File: src/design/priority_handoff_mutex_assert.svh
// assertion macros for the priority handoff mutex
`ifndef PRIORITY_HANDOFF_MUTEX_ASSERT_SVH
`define PRIORITY_HANDOFF_MUTEX_ASSERT_SVH
`ifndef SYNTHESIS
`define PHM_ASSERT_NOW(lbl, a, c) \
	lbl: assert property (@(posedge clk) disable iff (!arst_n) (a) |-> (c)) \
		else $error("mutex check failed");
`define PHM_ASSERT_NEXT(lbl, a, c) \
	lbl: assert property (@(posedge clk) disable iff (!arst_n) (a) |=> (c)) \
		else $error("mutex check failed");
`else
`define PHM_ASSERT_NOW(lbl, a, c)
`define PHM_ASSERT_NEXT(lbl, a, c)
`endif
`endif

File: src/design/phm_pkg.sv
package phm_pkg;

	localparam int MAX_WAITERS = 16;
	localparam int TASK_BITS   = 4;
	localparam int PRIO_BITS   = 8;
	localparam int IDX_BITS    = (MAX_WAITERS > 1) ? $clog2(MAX_WAITERS) : 1;
	localparam int CNT_BITS    = $clog2(MAX_WAITERS + 1);

	localparam logic CMD_LOCK   = 1'b0;
	localparam logic CMD_UNLOCK = 1'b1;

	typedef enum logic [2:0] {
		STAT_ACQUIRED  = 3'd0,
		STAT_BLOCKED   = 3'd1,
		STAT_RELEASED  = 3'd2,
		STAT_HANDOFF   = 3'd3,
		STAT_NOT_OWNER = 3'd4,
		STAT_BAD_CTX   = 3'd5,
		STAT_FULL      = 3'd6
	} status_t;

	typedef enum logic [2:0] {
		S_IDLE,
		S_EVAL,
		S_FIND,
		S_SCAN,
		S_GRANT,
		S_DONE
	} state_t;

	typedef struct packed {
		logic                ins;
		logic [IDX_BITS-1:0] ins_idx;
		logic                rm;
		logic [IDX_BITS-1:0] rm_idx;
		logic [IDX_BITS-1:0] rm_age;
	} store_ctrl_t;

	typedef struct packed {
		logic [CNT_BITS-1:0]    count;
		logic [MAX_WAITERS-1:0] valid;
	} store_stat_t;

	typedef struct packed {
		logic                 valid;
		logic [TASK_BITS-1:0] task_id;
		logic [PRIO_BITS-1:0] prio;
		logic [IDX_BITS-1:0]  age;
	} entry_t;

endpackage

File: src/design/phm_waiter_store.sv
module phm_waiter_store (
	input  logic                                clk,
	input  logic                                arst_n,
	input  phm_pkg::store_ctrl_t                ctrl,
	input  logic [phm_pkg::TASK_BITS-1:0]       wr_task,
	input  logic [phm_pkg::PRIO_BITS-1:0]       wr_prio,
	input  logic [phm_pkg::IDX_BITS-1:0]        rd_idx,
	output phm_pkg::entry_t                     rd_entry,
	output phm_pkg::store_stat_t                stat
);

	logic [phm_pkg::MAX_WAITERS-1:0] valid_q;
	logic [phm_pkg::CNT_BITS-1:0]    count_q;
	logic [phm_pkg::TASK_BITS-1:0]   task_q [phm_pkg::MAX_WAITERS];
	logic [phm_pkg::PRIO_BITS-1:0]   prio_q [phm_pkg::MAX_WAITERS];
	logic [phm_pkg::IDX_BITS-1:0]    age_q  [phm_pkg::MAX_WAITERS];

	always_ff @(posedge clk or negedge arst_n) begin
		if (!arst_n) begin
			valid_q <= '0;
			count_q <= '0;
		end else if (ctrl.ins) begin
			valid_q[ctrl.ins_idx] <= 1'b1;
			count_q <= count_q + 1'b1;
		end else if (ctrl.rm) begin
			valid_q[ctrl.rm_idx] <= 1'b0;
			count_q <= count_q - 1'b1;
		end
	end

	// new waiter takes the youngest rank, removal closes the gap in the ranks
	always_ff @(posedge clk) begin
		if (ctrl.ins) begin
			task_q[ctrl.ins_idx] <= wr_task;
			prio_q[ctrl.ins_idx] <= wr_prio;
			age_q[ctrl.ins_idx]  <= count_q[phm_pkg::IDX_BITS-1:0];
		end else if (ctrl.rm) begin
			for (int i = 0; i < phm_pkg::MAX_WAITERS; i++) begin
				if (valid_q[i] && age_q[i] > ctrl.rm_age)
					age_q[i] <= age_q[i] - 1'b1;
			end
		end
	end

	always_comb begin
		rd_entry.valid   = valid_q[rd_idx];
		rd_entry.task_id = task_q[rd_idx];
		rd_entry.prio    = prio_q[rd_idx];
		rd_entry.age     = age_q[rd_idx];
		stat.count       = count_q;
		stat.valid       = valid_q;
	end

endmodule

File: src/design/phm_select.sv
module phm_select (
	input  logic                           clk,
	input  logic                           arst_n,
	input  logic                           start,
	input  logic                           step,
	input  logic [phm_pkg::IDX_BITS-1:0]   idx,
	input  phm_pkg::entry_t                entry,
	output logic                           best_found,
	output logic [phm_pkg::IDX_BITS-1:0]   best_idx,
	output logic [phm_pkg::TASK_BITS-1:0]  best_task,
	output logic [phm_pkg::IDX_BITS-1:0]   best_age
);

	logic                          found_q;
	logic [phm_pkg::IDX_BITS-1:0]  idx_q;
	logic [phm_pkg::TASK_BITS-1:0] task_q;
	logic [phm_pkg::PRIO_BITS-1:0] prio_q;
	logic [phm_pkg::IDX_BITS-1:0]  age_q;
	logic                          better;

	// priority first, arrival rank breaks a tie
	assign better = entry.valid && (!found_q || ({entry.prio, entry.age} < {prio_q, age_q}));

	always_ff @(posedge clk or negedge arst_n) begin
		if (!arst_n) begin
			found_q <= 1'b0;
		end else if (start) begin
			found_q <= 1'b0;
		end else if (step && better) begin
			found_q <= 1'b1;
		end
	end

	always_ff @(posedge clk) begin
		if (step && better) begin
			idx_q  <= idx;
			task_q <= entry.task_id;
			prio_q <= entry.prio;
			age_q  <= entry.age;
		end
	end

	assign best_found = found_q;
	assign best_idx   = idx_q;
	assign best_task  = task_q;
	assign best_age   = age_q;

endmodule

File: src/design/priority_handoff_mutex.sv
// priority handoff mutex
// input channel s_*: one lock or unlock request per transaction, s_tuser is the
// command (0 lock, 1 unlock). output channel m_*: exactly one result per request.
// the block works on one request at a time and drops s_tready while busy.
// context errors, grants on a free mutex, a full store, owner errors and releases
// without waiters go from the evaluate state straight to the result; a blocked
// lock searches the waiter slots from slot 0 for the first free one (up to
// MAX_WAITERS-1) and inserts there; a handoff scans all MAX_WAITERS slots through
// one shared priority/rank comparator and then grants the winner.
// s_tready comes back together with the m_tvalid of the result, so a new request
// is taken only after the previous one has finished.
// the next request is taken once the previous one finishes, even while its
// result still sits in the output register; when the receiver stalls, a finished
// result waits until the output register is free.
// reset: mutex free, owner 0, waiter store empty, no result pending; the store
// needs no clearing pass.
module priority_handoff_mutex (
	input  logic        clk,
	input  logic        arst_n,
	input  logic        s_tvalid,
	output logic        s_tready,
	// task_id[3:0], task_priority[11:4], task_present[12], from_interrupt[13]
	input  logic [15:0] s_tdata,
	// command
	input  logic        s_tuser,
	output logic        m_tvalid,
	input  logic        m_tready,
	// status[2:0], owner_id[6:3], locked_now[7], woken_valid[8], woken_id[12:9]
	output logic [15:0] m_tdata
);

	`include "priority_handoff_mutex_assert.svh"

	localparam logic [phm_pkg::IDX_BITS-1:0] IDX_LAST = phm_pkg::IDX_BITS'(phm_pkg::MAX_WAITERS - 1);
	localparam logic [phm_pkg::CNT_BITS-1:0] CNT_FULL = phm_pkg::CNT_BITS'(phm_pkg::MAX_WAITERS);

	phm_pkg::state_t state_q, state_d;

	logic                          cmd_q;
	logic [phm_pkg::TASK_BITS-1:0] tid_q;
	logic [phm_pkg::PRIO_BITS-1:0] prio_q;
	logic                          ctx_ok_q;
	logic                          held_q;
	logic [phm_pkg::TASK_BITS-1:0] holder_q;
	logic [phm_pkg::IDX_BITS-1:0]  idx_q;
	phm_pkg::status_t              status_q;
	logic                          woken_q;
	logic                          m_tvalid_q;
	logic [15:0]                   m_tdata_q;

	phm_pkg::store_ctrl_t store_ctrl;
	phm_pkg::store_stat_t store_stat;
	phm_pkg::entry_t      rd_entry;
	logic                 sel_start;
	logic                 sel_step;
	logic                          best_found;
	logic [phm_pkg::IDX_BITS-1:0]  best_idx;
	logic [phm_pkg::TASK_BITS-1:0] best_task;
	logic [phm_pkg::IDX_BITS-1:0]  best_age;

	logic in_xfer, out_free, full, is_owner;

	assign in_xfer  = s_tvalid && s_tready;
	assign out_free = !m_tvalid_q || m_tready;
	assign full     = store_stat.count == CNT_FULL;
	assign is_owner = held_q && (holder_q == tid_q);

	phm_waiter_store u_store (
		.clk      (clk),
		.arst_n   (arst_n),
		.ctrl     (store_ctrl),
		.wr_task  (tid_q),
		.wr_prio  (prio_q),
		.rd_idx   (idx_q),
		.rd_entry (rd_entry),
		.stat     (store_stat)
	);

	phm_select u_select (
		.clk        (clk),
		.arst_n     (arst_n),
		.start      (sel_start),
		.step       (sel_step),
		.idx        (idx_q),
		.entry      (rd_entry),
		.best_found (best_found),
		.best_idx   (best_idx),
		.best_task  (best_task),
		.best_age   (best_age)
	);

	// next state
	always_comb begin
		state_d = state_q;
		case (state_q)
			phm_pkg::S_IDLE: begin
				if (s_tvalid)
					state_d = phm_pkg::S_EVAL;
			end
			phm_pkg::S_EVAL: begin
				state_d = phm_pkg::S_DONE;
				if (ctx_ok_q) begin
					if (cmd_q == phm_pkg::CMD_LOCK) begin
						if (held_q && !full)
							state_d = phm_pkg::S_FIND;
					end else if (is_owner && store_stat.count != '0) begin
						state_d = phm_pkg::S_SCAN;
					end
				end
			end
			phm_pkg::S_FIND: begin
				if (!rd_entry.valid)
					state_d = phm_pkg::S_DONE;
			end
			phm_pkg::S_SCAN: begin
				if (idx_q == IDX_LAST)
					state_d = phm_pkg::S_GRANT;
			end
			phm_pkg::S_GRANT: begin
				state_d = phm_pkg::S_DONE;
			end
			phm_pkg::S_DONE: begin
				if (out_free)
					state_d = phm_pkg::S_IDLE;
			end
			default: state_d = phm_pkg::S_IDLE;
		endcase
	end

	// control outputs
	always_comb begin
		s_tready           = state_q == phm_pkg::S_IDLE;
		store_ctrl.ins     = (state_q == phm_pkg::S_FIND) && !rd_entry.valid;
		store_ctrl.ins_idx = idx_q;
		store_ctrl.rm      = state_q == phm_pkg::S_GRANT;
		store_ctrl.rm_idx  = best_idx;
		store_ctrl.rm_age  = best_age;
		sel_start          = state_q == phm_pkg::S_EVAL;
		sel_step           = state_q == phm_pkg::S_SCAN;
	end

	always_ff @(posedge clk or negedge arst_n) begin
		if (!arst_n) begin
			state_q    <= phm_pkg::S_IDLE;
			held_q     <= 1'b0;
			holder_q   <= '0;
			m_tvalid_q <= 1'b0;
		end else begin
			state_q <= state_d;
			case (state_q)
				phm_pkg::S_EVAL: begin
					if (ctx_ok_q && cmd_q == phm_pkg::CMD_LOCK && !held_q) begin
						held_q   <= 1'b1;
						holder_q <= tid_q;
					end else if (ctx_ok_q && cmd_q == phm_pkg::CMD_UNLOCK && is_owner &&
						store_stat.count == '0) begin
						held_q   <= 1'b0;
						holder_q <= '0;
					end
				end
				phm_pkg::S_GRANT: begin
					holder_q <= best_task;
				end
				default: ;
			endcase
			if (state_q == phm_pkg::S_DONE && out_free)
				m_tvalid_q <= 1'b1;
			else if (m_tready)
				m_tvalid_q <= 1'b0;
		end
	end

	// transaction payload and per-request results
	always_ff @(posedge clk) begin
		if (in_xfer) begin
			cmd_q    <= s_tuser;
			tid_q    <= s_tdata[3:0];
			prio_q   <= s_tdata[11:4];
			ctx_ok_q <= s_tdata[12] && !s_tdata[13];
		end
		case (state_q)
			phm_pkg::S_EVAL: begin
				idx_q   <= '0;
				woken_q <= 1'b0;
				if (!ctx_ok_q)
					status_q <= phm_pkg::STAT_BAD_CTX;
				else if (cmd_q == phm_pkg::CMD_LOCK)
					status_q <= !held_q ? phm_pkg::STAT_ACQUIRED :
						(full ? phm_pkg::STAT_FULL : phm_pkg::STAT_BLOCKED);
				else if (!is_owner)
					status_q <= phm_pkg::STAT_NOT_OWNER;
				else
					status_q <= (store_stat.count == '0) ? phm_pkg::STAT_RELEASED :
						phm_pkg::STAT_HANDOFF;
			end
			phm_pkg::S_FIND, phm_pkg::S_SCAN: begin
				idx_q <= idx_q + 1'b1;
			end
			phm_pkg::S_GRANT: begin
				woken_q <= 1'b1;
			end
			phm_pkg::S_DONE: begin
				if (out_free) begin
					m_tdata_q[2:0]   <= status_q;
					m_tdata_q[6:3]   <= holder_q;
					m_tdata_q[7]     <= held_q;
					m_tdata_q[8]     <= woken_q;
					m_tdata_q[12:9]  <= woken_q ? holder_q : '0;
					m_tdata_q[15:13] <= '0;
				end
			end
			default: ;
		endcase
	end

	assign m_tvalid = m_tvalid_q;
	assign m_tdata  = m_tdata_q;

	`PHM_ASSERT_NEXT(a_busy_after_accept, s_tvalid && s_tready, !s_tready)
	`PHM_ASSERT_NOW(a_count_matches, 1'b1, store_stat.count == $countones(store_stat.valid))
	`PHM_ASSERT_NOW(a_grant_has_winner, state_q == phm_pkg::S_GRANT, best_found)
	`PHM_ASSERT_NOW(a_woken_is_handoff, m_tvalid && m_tdata[8],
		m_tdata[2:0] == phm_pkg::STAT_HANDOFF && m_tdata[7])

endmodule
File: config.mk
export PLATFORM = sky130hd
export DESIGN_NAME = priority_handoff_mutex
export DESIGN_NICKNAME = d
export VERILOG_FILES = /design/src/design/phm_pkg.sv /design/src/design/phm_waiter_store.sv /design/src/design/phm_select.sv /design/src/design/priority_handoff_mutex.sv
export VERILOG_INCLUDE_DIRS = /design/src /design/src/design
export SDC_FILE = /design/constraint.sdc
export NUM_CORES = 1
export LEC_CHECK = 0
export CAP_MARGIN = 20
export CELL_PAD_IN_SITES_DETAIL_PLACEMENT = 1
export CELL_PAD_IN_SITES_GLOBAL_PLACEMENT = 1
export CORE_UTILIZATION = 45
export DETAILED_ROUTE_END_ITERATION = 7
export DONT_BUFFER_PORTS = 1
export HOLD_SLACK_MARGIN = 0.05
export PLACE_DENSITY_LB_ADDON = 0.1
export REMOVE_ABC_BUFFERS = 1
export SYNTH_ARGS = -nofsm -noshare
export SYNTH_HDL_FRONTEND = slang
export SYNTH_SLANG_ARGS = --single-unit
File: constraint.sdc
create_clock -name clk -period 4.85 [get_ports clk]
set_input_delay 0.485 -clock clk [delete_from_list [all_inputs] [get_ports clk]]
set_output_delay 0.485 -clock clk [all_outputs]
set_load 0.005 [all_outputs]
; Word-level counts from Yosys, hierarchy flattened
; Memories as Yosys holds them, arrays and structs flattened. A register that Yosys moved wholly into a read port is not among the register bits.
; Index checks and enable logic that the tools add are counted.
[word_totals]
ff_bits = 82
ramBits = 256
output_inout_bits = 18
memories = 3
[classes]
addsub = 19
magnitude_cmp = 21
eq_ne = 13
mux = 106
bitwise_logic = 4
n_reduce_logical = 55
[memory_table]
columns = name, depth, width, rd, rd_ports_with_merged_regs, write_ports, line_no
row1 = u_store.prio_q, 16, 8, 1, 1, 1, phm_waiter_store.sv:15  ; logic [phm_pkg::PRIO_BITS-1:0] prio_q [phm_pkg::MAX_WAITERS];
row2 = u_store.age_q, 16, 4, 17, 1, 16, phm_waiter_store.sv:16  ; logic [phm_pkg::IDX_BITS-1:0] age_q [phm_pkg::MAX_WAITERS];
row3 = u_store.task_q, 16, 4, 1, 1, 1, phm_waiter_store.sv:14  ; logic [phm_pkg::TASK_BITS-1:0] task_q [phm_pkg::MAX_WAITERS];
[op_table]
columns = operator, n
row1 = 1-bit 2-to-1 mux, 77
row2 = 4-bit greater-than comparator, 16
row3 = "4-bit by 1-bit subtractor with 4-bit output, second input constant", 16
row4 = 3-bit 2-to-1 mux, 12
row5 = 1-bit logical AND, 32
row6 = 16-bit 2-to-1 mux, 2
row7 = 4-bit 2-to-1 mux, 6
row8 = 3-bit one-hot mux with 6 select lines, 1
row9 = 16-bit bitwise AND, 1
row10 = 16-bit NOT, 1
row11 = 16-bit bitwise OR, 1
row12 = 4-bit one-hot mux with 2 select lines, 2
row13 = 12-bit less-than comparator, 1
row14 = 2-bit nonzero test, 6
row15 = "4-bit by 5-bit less-than comparator with 1-bit output, second input constant", 2
row16 = 5-bit 2-to-1 mux, 2
row17 = 1-bit demux with 4-bit select, 2
row18 = "4-bit by 1-bit greater-or-equal comparator with 1-bit output, second input constant", 2
row19 = "2-bit != test, second input constant", 4
row20 = "3-bit by 2-bit equality test with 1-bit output, second input constant", 2
row21 = "3-bit equality test, second input constant", 2
row22 = 1-bit logical NOT, 6
row23 = 2-bit AND reduction, 3
row24 = "5-bit by 1-bit adder with 5-bit output, second input constant", 1
row25 = other kinds (17), 18

; Longest topological paths before layout
; An unclocked memory read counts as a cell.
[depth]
ltp_word = 9
mapped_depth = 12
ltp_nobuf = 10

; Modules after synthesis
; From an unflattened synthesis, not the netlist that was laid out.
[hier_totals]
hier_cells = 1056
area_unflattened_um2 = 16564.6
[modules_own_cells]
columns = mod, n_inst, cells_each, area_each_um2
row1 = phm_waiter_store, 1, 863, 13720.7
row2 = priority_handoff_mutex, 1, 130, 1920.6
row3 = phm_select, 1, 63, 923.4

; Worst setup path before layout
; Ideal clock, no wire load.
[synth_path]
path_type = register -> register
from = register with a tool-made name
to = register u_select.age_q, in the netlist u_select.best_age[0] (enable)
t_arrival_ns = 4.527
t_required_ns = 4.422
path_slack_ns = -0.105
stages_incl_launch_ff = 11
path_buffers = 2
synth_period_minus_slack_ns = 4.955
cell_sequence = dfxtp_1 > buf_2 > buf_2 > mux4_2 > mux4_2 > ha_1 > a21o_1 > a21o_1 > a221oi_1 > o21ai_0 > a211oi_1
[synth_rtl]
columns = item, line_no
row1 = "end signal, assigned", phm_select.sv:39  ; age_q <= entry.age;
row2 = "end, declared", phm_select.sv:18  ; logic [phm_pkg::IDX_BITS-1:0] age_q;

==> results.ini <==
[place]
dpl.hpwl_mm=27.1
pre_cts_ws_ns=0.813
placed_cells=1520
io_buffers=0
place_congestion=0.793

[die]
initial_core_util_pct=45.7
rows=70
dieArea_sq_um=38000
pin_count=39
fp.dieW_um=195
core_sq_um=36600
die_h_um=195

[sta]
finalCritPeriodShare_pct=82.8
setup-tns-final_ns=0
finalHoldViolCount=0
final_max_slew_viol_count=0
fin_worst_skew_ns=0.0170
fin_ws_ns=0.835
finalSetupViolCount=0
clock.fmax_ghz=0.249
tightest_slew_ns=1.07
slew_headroom_pct=28.8
rsz0062_at_grt=no
min_period_ns=4.01
holdWs_ns=0.114

[route]
detail-route-antenna-nets=0
drc=0
routed_wl_mm=41.5
drt_iter0_drc=616
first_pass_iters=4
wl_per_cell_um=25.8
num_vias=9407
avgViaCountPerCell=5.86

[power_and_ir_drop]
intPower_mw=6.54
power.leakage_nw=6.79
p_comb_share_pct=25.1
power_mw=9.43
clkPwrFrac_pct=30.2
switchingPower_mw=2.89
p_per_area_nw_per_um2=500
vdd_drop_max_mv=0.332
share_seq_of_total_power_pct=44.7
netSwitchingFraction_pct=30.6

[clocking]
cts_inserted_buffers=39
root_buffer=clkbuf_16
clk_latency_ns=0.56
cts_buffer_depth=3
post_cts_buffers=0
cts_max_level=2
cts_tree=built
cts.sinks=346
clk_transition_reported_paths_ns=0.06

[synth]
yosys.area.top_type=edfxtp_1
synth_edf_count=311
ys_types=54
synth_area_leaders=edfxtp_1 56%, mux4_2 11%, ha_1 7.3%
synthCells=1055
ys_dominant_reg_cell=edfxtp_1
synth_area_sq_um=16700
ys_ff_latch=346
async_flop_share_pct=8.96
synth_top_cell_area_share_pct=55.8
synth_area_per_cell_sq_um=15.9
yosys_warnings=0
ys_top_cells_by_count=311 x edfxtp_1, 98 x ha_1, 80 x mux4_2, 70 x inv_1
yosysMostFrequentCell=edfxtp_1
synth-seq-area-share_pct=60.9

[cells_and_area]
syn2layout_area_growth_pct=12.6
stdcell_count=1605
fillers=3453
finalNetCount=1230
n_antenna_cell=0
drive_gt1_share_pct=20.7

[setup_path]
cp-start-kind=register
required_ns=5.10
crit_path_max_fanout=28
path_class=reg2reg
cp.arrival_ns=4.26
r2r_slack_ns=0.84
setup.worst_path.end_class=register

[status]
status=finished, final reports clean

[global_routing]
grtUsageTotal_pct=22.7
grt_first_pass_wirelength_mm=63.6
grt_max_degree=32
gr-total-overflow=0
antenna_found_initial=3
grt_pass1_vias=10200

[flow_run]
cap_violations=0

[min_path]
hold_class=in2reg

-- stage by stage --
step / cell area [sq um] / util, %
finish: 18800 / 51.5
global route: 18800 / 51.5
CTS: 18800 / 51.4
detailed placement: 17500 / 47.7
global placement: 17400 / 47.6
floorplan: 16600 / -
-- logic make-up (layout without fill, tap and decap cells) --
family | Yosys count | in the layout | share of synthesized area, %
DFF | 346 | 346 | 60.9
buffers and inverters | 108 | 188 | 2.60
xor gates and xnor gates | 42 | 42 | 2.20
AOI/OAI and AO/OA | 128 | 128 | 5.18
muxes | 160 | 160 | 15.9
other | 1 | 3 | 0.0224
and+or+nand+nor | 171 | 171 | 5.77
adders and majority gates | 99 | 99 | 7.45
-- per-layer routing --
metal	vias to the layer above	wire, um	GRT usage, %
met3	53	1690	3.83
li1	4226	-	-
met5	-	13	0
met4	2	802	6.04
met2	194	19500	36.4
met1	4932	19500	32.3
-- critical path: stages (launching register included) --
cell and delay [ns]:
dfxtp_4 0.76, buf_4 0.33, mux4_2 0.53, mux4_2 0.50
ha_1 0.21, a21o_1 0.17, a21o_1 0.17, a221oi_1 0.28
o21ai_0 0.18, a211oi_4 0.28, buf_4 0.26
-- flip-flops by register name (all words and copies together) (netlist names), named ones only --
register and count:
u_store.count_q 5, status_q 3, m_tdata 13, tid_q 4, u_store.task_q 64, u_store.age_q 64, state_q 3, u_select.prio_q 8
m_tvalid 1, holder_q 4, held_q 1, u_select.best_task 4, u_select.best_idx 4, cmd_q 1, idx_q 4, u_store.valid_q 16
woken_q 1, u_select.best_age 4, u_store.prio_q 128, prio_q 8, ctx_ok_q 1, u_select.best_found 1
-- final cells by class --
type | count | area [sq um] | area share (%)
Clock buffer | 45 | 1040 | 5.52
Multi-Input combinational cell | 603 | 6130 | 32.5
Clock inverter | 23 | 174 | 0.923
Tap cell | 468 | 586 | 3.11
Sequential cell | 346 | 10200 | 54.1
Timing Repair Buffer | 49 | 450 | 2.39
Inverter | 71 | 267 | 1.41
-- path summary, 6_finish.rpt --
path,startpoint,end,cells after the start
hold reg to reg,status_q[0]$_SDFFCE_PN1P_,m_tdata[0]$_DFFE_PP_,0
hold / removal,s_tdata[13],ctx_ok_q$_DFFE_PP_,1
setup reg to reg,register,u_select.best_age[0]$_DFFE_PP_,10
setup / recovery,register,u_select.best_age[0]$_DFFE_PP_,10
max in group asynchronous,arst_n,u_store.valid_q[14]$_DFFE_PN0P_,2
min in group asynchronous,arst_n,u_select.best_found$_DFFE_PN0P_,2
-- placed cells by master (no fill, tap or decap), types with 5 or more instances in the layout --
cell | synthesis | layout
xnor2_1 | 5 | 5
mux2i_1 | 40 | 40
edfxtp_1 | 311 | 311
nor2_1 | 17 | 17
a211oi_1 | 6 | 5
buf_4 | 3 | 31
clkinv_2 | 0 | 14
dlygate4sd3_1 | 0 | 15
a21oi_1 | 26 | 26
dfrtp_1 | 31 | 31
a2bb2oi_1 | 6 | 6
ha_1 | 98 | 98
nand4_1 | 18 | 18
inv_1 | 70 | 70
mux2_2 | 40 | 40
xor2_1 | 37 | 37
nand2_1 | 14 | 14
a22oi_1 | 5 | 5
and2_1 | 23 | 23
a21o_1 | 12 | 12
nand3_1 | 21 | 21
o21ai_0 | 25 | 25
clkinv_1 | 1 | 6
clkbuf_16 | 0 | 40
nor3_1 | 20 | 19
o22a_1 | 5 | 5
nor2b_1 | 23 | 23
or2_2 | 15 | 15
a22o_1 | 6 | 6
a31oi_1 | 5 | 5
o21a_1 | 16 | 16
mux4_2 | 80 | 80
-- repair_timing --
action                                 CTS  global route
hold buffers                            16             0
endpoints found under the hold margin   45             0
resized for setup                        0             0
-- power by group through the flow --
stage | clock network (mW) | logic (mW) | registers, mW
5_1_grt | 3.00 | 2.58 | 4.27
2_1_floorplan | 0 | 1.61 | 4.16
3_5_place_dp | 0 | 2.36 | 4.28
4_1_cts | 2.92 | 2.39 | 4.22
3_3_place_gp | 0 | 2.29 | 4.27
6_report | 2.85 | 2.37 | 4.21
Power figures use the tool's default switching activity.
